===== src/design/ptb_ram.sv =====
// Generic single-write, single-read synchronous RAM with registered read data.
// Depends on nothing.
`timescale 1ns / 1ps
`default_nettype none
module ptb_ram #(
  parameter int WIDTH = 8,
  parameter int DEPTH = 16,
  localparam int AW = $clog2(DEPTH)
) (
  input  wire logic             clk,
  input  wire logic             wr_en,
  input  wire logic [AW-1:0]    wr_addr,
  input  wire logic [WIDTH-1:0] wr_data,
  input  wire logic [AW-1:0]    rd_addr,
  output logic      [WIDTH-1:0] rd_data
);

  logic [WIDTH-1:0] mem [DEPTH];
  logic [WIDTH-1:0] rd_data_r;

  always_ff @(posedge clk) begin
    if (wr_en) begin
      mem[wr_addr] <= wr_data;
    end
  end

  always_ff @(posedge clk) begin
    rd_data_r <= mem[rd_addr];
  end

  assign rd_data = rd_data_r;

endmodule
`default_nettype wire


===== config.mk =====
export PLATFORM = sky130hd
export DESIGN_NAME = ptb_ram
export DESIGN_NICKNAME = d
export VERILOG_FILES = /design/src/design/ptb_ram.sv
export SDC_FILE = /design/constraint.sdc
export NUM_CORES = 1
export LEC_CHECK = 0
export ABC_AREA = 1
export BUFFER_PORTS_ARGS = -buffer_cell sky130_fd_sc_hd__buf_2
export CAP_MARGIN = 40
export CORE_UTILIZATION = 37
export CTS_CLUSTER_DIAMETER = 50
export DETAILED_ROUTE_END_ITERATION = 12
export PLACE_DENSITY = 0.55
export SYNTH_ARGS = -nofsm -noshare
export SYNTH_HDL_FRONTEND = slang
export SYNTH_SLANG_ARGS = --single-unit
export TNS_END_PERCENT = 20

===== constraint.sdc =====
create_clock -name clk -period 3.5 [get_ports clk]
set_clock_uncertainty 0.2 [all_clocks]
set_input_delay 0.7 -clock clk [delete_from_list [all_inputs] [get_ports clk]]
set_output_delay 0.7 -clock clk [all_outputs]
set_load 0.05 [all_outputs]

==> flow_summary.toml, run 1 <==
[global_routing]
gr-total-overflow = 0
grt_use_total_pct = 17.7
grt_pass1_vias = 3652
grt_first_pass_wirelength_mm = 20.8
antenna_found_initial = 0
grt_max_degree = 65

[placement]
placed_cells_incl_taps = 749
dp_hpwl_mm = 8.06
place_ws_ps = 1120
port-buffer-count = 25
gp_congestion = 0.775

[floorplan]
rows = 45
boundaryPins = 26
start_util_pct = 37.9
fp.coreArea_um2 = 15200
die_h_um = 127
die-area_um2 = 16100
die_w_um = 127

[timing]
hold_viol_final = 0
maxSlewViolCount = 0
final-setup-viol-count = 0
totalNegativeSetupSlack_ps = 0
max_slew_margin_pct = 39.5
post-route-min-period_ps = 1960
rsz0062_at_grt = "no"
post-route-period-util_pct = 56.0
max_slew.worst_pin.slew_ps = 904
setup_slack_ps = 1540
max_freq_mhz = 510

[synthesis]
netlist_top_cells_area = "edfxtp_1 (67%), nand2_1 (11%), nand3_1 (8.4%)"
yosysUniqueCellTypes = 12
synth_top_area_share_pct = 66.7
async_flop_share_pct = 0
synthesis.area_um2 = 5770
syn_inst = 551
synth-edff-count = 128
synth_most_common_cell = "nand2_1"
synthMuxAreaShare_pct = 0
ys.warnings.count = 0
synth-simple-area-share_pct = 21.0
ys_seq_elements = 136
seq_area_frac_synth_pct = 69.4
synth_top_family_by_area = "simple AND/OR/NAND/NOR gates"
synth_compound_area_share_pct = 0
synth.avg_cell_area_um2 = 10.5
synthAdderAreaFrac_pct = 0
syn_nets = 569
ys_top_cells_by_count = "nand2_1 (173), edfxtp_1 (128), inv_1 (100)"
synth_xor_area_share_pct = 0
ys.flop_type = "edfxtp_1"
yosysTopAreaCell = "edfxtp_1"

[route]
ant_nets = 0
vias_per_cell = 4.83
routed_wl_mm = 13.2
dr_total_vias = 3769
drc = 0
dr.pass1.iters = 5
drt-wirelength-per-cell_um = 16.9
drtIter0Drc = 347

[power]
leakage_uw = 0.00285
switching_share_pct = 22.6
vdd_ir_drop_max_mv = 0.335
clockPowerShare_pct = 46.3
p_switching_uw = 879
intPower_uw = 3000
seqPwrFrac_pct = 47.1
combPwrFrac_pct = 6.5
cellPowerDensity_nw_per_um2 = 584

[cts]
cts_tree = "done"
clk_latency_ps = 410
cts_buffers = 17
path_clk_slew_ps = 60
post_cts_resized = 0
htree_levels = 4
clockBufferDepth = 2
clock_sinks = 136
cts_setup_buffers = 0
clock-root-buffer = "clkbuf_16"
hold_buffers = 0

[finish]
fin_cells = 781
nets = 598
n_antenna_cell = 0
area_growth_pct = 15.3
drive_gt1_share_pct = 11.5
finish.utilization_pct = 43.7

[worst_hold_path]
min_path_type = "reg2reg"

[worst_setup_path]
cp-start-kind = "primary input"
crit_arrival_ps = 2110
crit_path_max_fanout = 36
endpoint_kind = "register"
path_class = "in2reg"
required_ps = 3650

[flow_run]
drv_cap = 0

[run_status]
status = "finished clean"
## path summary, 6_finish.rpt
path / from / end / slack [ps] / depth (start not counted)
worst max-delay path: rd_addr[0] / rd_data[0]$_DFF_P_ / 1540 / 9
worst max register to register: mem[0][5]$_DFFE_PP_ / rd_data[5]$_DFF_P_ / 2220 / 6
worst min-delay path: mem[3][4]$_DFFE_PP_ / rd_data[4]$_DFF_P_ / 480 / 6
worst min register to register: mem[3][4]$_DFFE_PP_ / rd_data[4]$_DFF_P_ / 480 / 6
## power groups by stage
stage	clock (uW)	combinational, uW	sequential (uW)
6_report	1800	254	1830
3_3_place_gp	0	251	1860
3_5_place_dp	0	256	1860
2_1_floorplan	0	128	1900
4_1_cts	1820	257	1830
5_1_grt	1890	279	1830
## worst max-delay path, stage by stage
cell and delay (ps):
buf_2 110, inv_2 410, buf_12 270, nand2_1 70
nand2_1 100, nand2_1 70, nand3_1 90, nand3_1 160
nand2_1 90
## cell type report
cell class / instances / area, um^2
Tap cell: 188 / 235
Clock buffer: 17 / 425
Clock inverter: 15 / 179
Multi-Input combinational cell: 289 / 1210
Sequential cell: 136 / 4000
Timing Repair Buffer: 34 / 209
Fill cell: 1445 / 8550
Inverter: 102 / 383
## stage by stage
| stage | hold slack (ps) | power [uW] | instance area, um^2 |
|---|---|---|---|
| floorplan | 407 | 2030 | 5770 |
| global placement | 460 | 2110 | 6020 |
| detailed placement | 469 | 2120 | 6040 |
| CTS | 486 | 3910 | 6650 |
| global route | 492 | 4000 | 6650 |
| finish | 477 | 3880 | 6650 |
## cell families after synthesis
| kind of cell | after synthesis |
|---|---|
| flops | 136 |
| buf+inv | 126 |
| simple gates | 289 |
## metal layers
layer,vias to the layer above,track usage (%),share of wire [%]
met3,9,3.42,5.1
met4,0,5.88,1.1
li1,1827,-,-
met2,113,28.0,47
met5,-,0,0
met1,1820,24.4,46
## state kept, by name, indices dropped and copies added (netlist names)
signal	cells
rd_data	8
mem	128
## cells in the final DEF, fill, tap and decap left out, drive strengths merged
cell / instances
nand3: 97
clkbuf: 17
buf: 34
edfxtp: 128
clkinvlp: 4
nand3b: 2
dfxtp: 8
inv: 103
bufinv: 3
nand2: 173
nor2: 17
clkinv: 7
(Power assumes the default switching activity.)
==> run 2, diff against run 1 <==
--- a/config.mk
+++ b/config.mk
@@ -11,7 +11,7 @@
 export CORE_UTILIZATION = 37
 export CTS_CLUSTER_DIAMETER = 50
 export DETAILED_ROUTE_END_ITERATION = 12
-export PLACE_DENSITY = 0.55
+export PLACE_DENSITY = 0.56
 export SYNTH_ARGS = -nofsm -noshare
 export SYNTH_HDL_FRONTEND = slang
 export SYNTH_SLANG_ARGS = --single-unit
==> constraint.sdc (replaced) <==
create_clock -name clk -period 1.8 [get_ports clk]
set_clock_uncertainty 0.2 [all_clocks]
set_input_delay 0.36 -clock clk [delete_from_list [all_inputs] [get_ports clk]]
set_output_delay 0.36 -clock clk [all_outputs]
set_load 0.05 [all_outputs]
==> run 2 against run 1 <==
Utilization is 1.3 points higher. First-iteration DRC count up 5.2%. Setup slack lost 1300 ps. Die area unchanged. Worst hold slack worse by 330 ps. Combinational power up 110%. Sequential cell count unchanged. Critical path type is now reg2out. Critical endpoint is now rd_data[5].
==> flow_summary.toml, run 2 (synthesis results as in run 1) <==
[cts]
hold_buffers = 0
clock-root-buffer = "clkbuf_16"
cts_setup_buffers = 0
clock_sinks = 136
cts_buffers = 17
post_cts_resized = 0
clk_latency_ps = 410
clockBufferDepth = 2
htree_levels = 4
path_clk_slew_ps = 60
cts_tree = "done"

[floorplan]
fp.coreArea_um2 = 15200
boundaryPins = 26
start_util_pct = 37.9
rows = 45
die_h_um = 127
die_w_um = 127
die-area_um2 = 16100

[worst_setup_path]
cpPeakStageDelay_ps = 340
endpoint_kind = "output pin"
path_class = "reg2out"
path_delay_family = "flip-flops"
crit_arrival_ps = 1020
path_cells = "buf_2"
path_buf_inv = 1
r2r_start = "mem[11][2]$_DFFE_PP_"
reg2reg_to = "rd_data[2]$_DFF_P_"
ff2ff_path_depth = 6
cp-start-kind = "register"
r2r_setup_slack_ps = 610
crit_path_max_fanout = 1
slowest_stage = "dfxtp_1"
required_ps = 1240

[finish]
n_antenna_cell = 0
stdcell_area_um2 = 6840
final_common_cell = "nand2_1"
final_cell_mix = "nand2_1 (173), edfxtp_1 (128), inv_1 (100)"
nets = 615
num-fill-cells = 1412
multi_input_area_um2 = 1210
largest_reg_flops = 128
drive_gt1_share_pct = 13.9
area_growth_pct = 18.7
regArea_um2 = 4000
regMostFlops = "mem"

[timing]
rsz0062_at_grt = "no"
max_slew.worst_pin.slew_ps = 435
max_freq_mhz = 634
totalNegativeSetupSlack_ps = 0
final-setup-viol-count = 0
max_slew_margin_pct = 71.0
maxSlewViolCount = 0
post-route-period-util_pct = 87.7
post-route-min-period_ps = 1580
hold_viol_final = 0

[route]
drtIter0Drc = 365
vias_per_cell = 4.81
ant_nets = 0
dr_total_vias = 3837
drt-wirelength-per-cell_um = 16.9
drc = 0
routed_wl_mm = 13.5
dr.pass1.iters = 6

[global_routing]
grt_pass1_vias = 3816
grt_first_pass_wirelength_mm = 21.3
grt_use_total_pct = 18.1
antenna_found_initial = 0
gr-total-overflow = 0
grt_max_degree = 38

[power]
power_uw = 7760
leakage_uw = 0.00298
cellPowerDensity_nw_per_um2 = 1130
vdd_ir_drop_max_mv = 0.632

[placement]
gp_congestion = 0.778
port-buffer-count = 25
place_area_um2 = 6210
dp_hpwl_mm = 8.41

[run_status]
status = "finished clean"

[worst_hold_path]
min_from = "wr_data[4]"
min_path_cells = 1
min_to = "mem[4][4]$_DFFE_PP_"
min_path_type = "in2reg"

[flow_run]
drv_cap = 0
[run 2: cell types whose count changed in the layout (fill, tap and decap cells not counted)]
cell	delta
buf_4	+15
clkinv_4	-4
buf_12	+3
clkbuf_8	+3
buf_6	-1
bufinv_16	+1
clkinv_2	+1
clkinvlp_4	-1
[run 2: metrics by stage]
| step | utilization, % | setup slack (ps) | hold slack, ps | std cells |
|---|---|---|---|---|
| floorplan | - | 289 | 259 | 551 |
| global placement | 40.8 | 110 | 445 | 766 |
| detailed placement | 40.8 | 116 | 458 | 766 |
| CTS | 45.0 | 192 | 148 | 798 |
| global route | 45.0 | 180 | 168 | 798 |
| finish | 45.0 | 222 | 150 | 798 |
[run 2: layer usage]
metal | up-vias | part of all wire, % | global-route usage, % | routed length (um)
met1 | 1817 | 46 | 24.5 | 6200
met5 | - | 0 | 0 | 0
met3 | 19 | 6.1 | 3.63 | 818
li1 | 1865 | - | - | -
met2 | 136 | 46 | 28.4 | 6170
met4 | 0 | 2.2 | 7.98 | 297
[run 2: worst max path at each step]
| stage | start | endpoint | slack (ps) | depth (start not counted) |
|---|---|---|---|---|
| finish | rd_data[5]$_DFF_P_ | rd_data[5] | 220 | 1 |
| global route | rd_data[0]$_DFF_P_ | rd_data[0] | 180 | 1 |
| CTS | rd_data[0]$_DFF_P_ | rd_data[0] | 190 | 1 |
| detailed placement | rd_addr[0] | rd_data[1]$_DFF_P_ | 120 | 7 |
| global placement | rd_addr[0] | rd_data[1]$_DFF_P_ | 110 | 7 |
| floorplan | wr_addr[2] | mem[10][0]$_DFFE_PP_ | 290 | 2 |
[run 2: final cells by class]
class	instances	area share (%)
flip-flops and latches	136	58.5
multi-input cells	289	17.7
clock buffers	20	6.82
inverters	102	5.59
repair buffers	51	5.41
well taps	188	3.44
clock inverters	12	2.50
[run 2: power by group]
part	internal (uW)	total, uW	switching, uW
Sequential	3540	3560	21.7
Clock	2420	3670	1250
Combinational	143	522	379
Total	6110	7760	1650
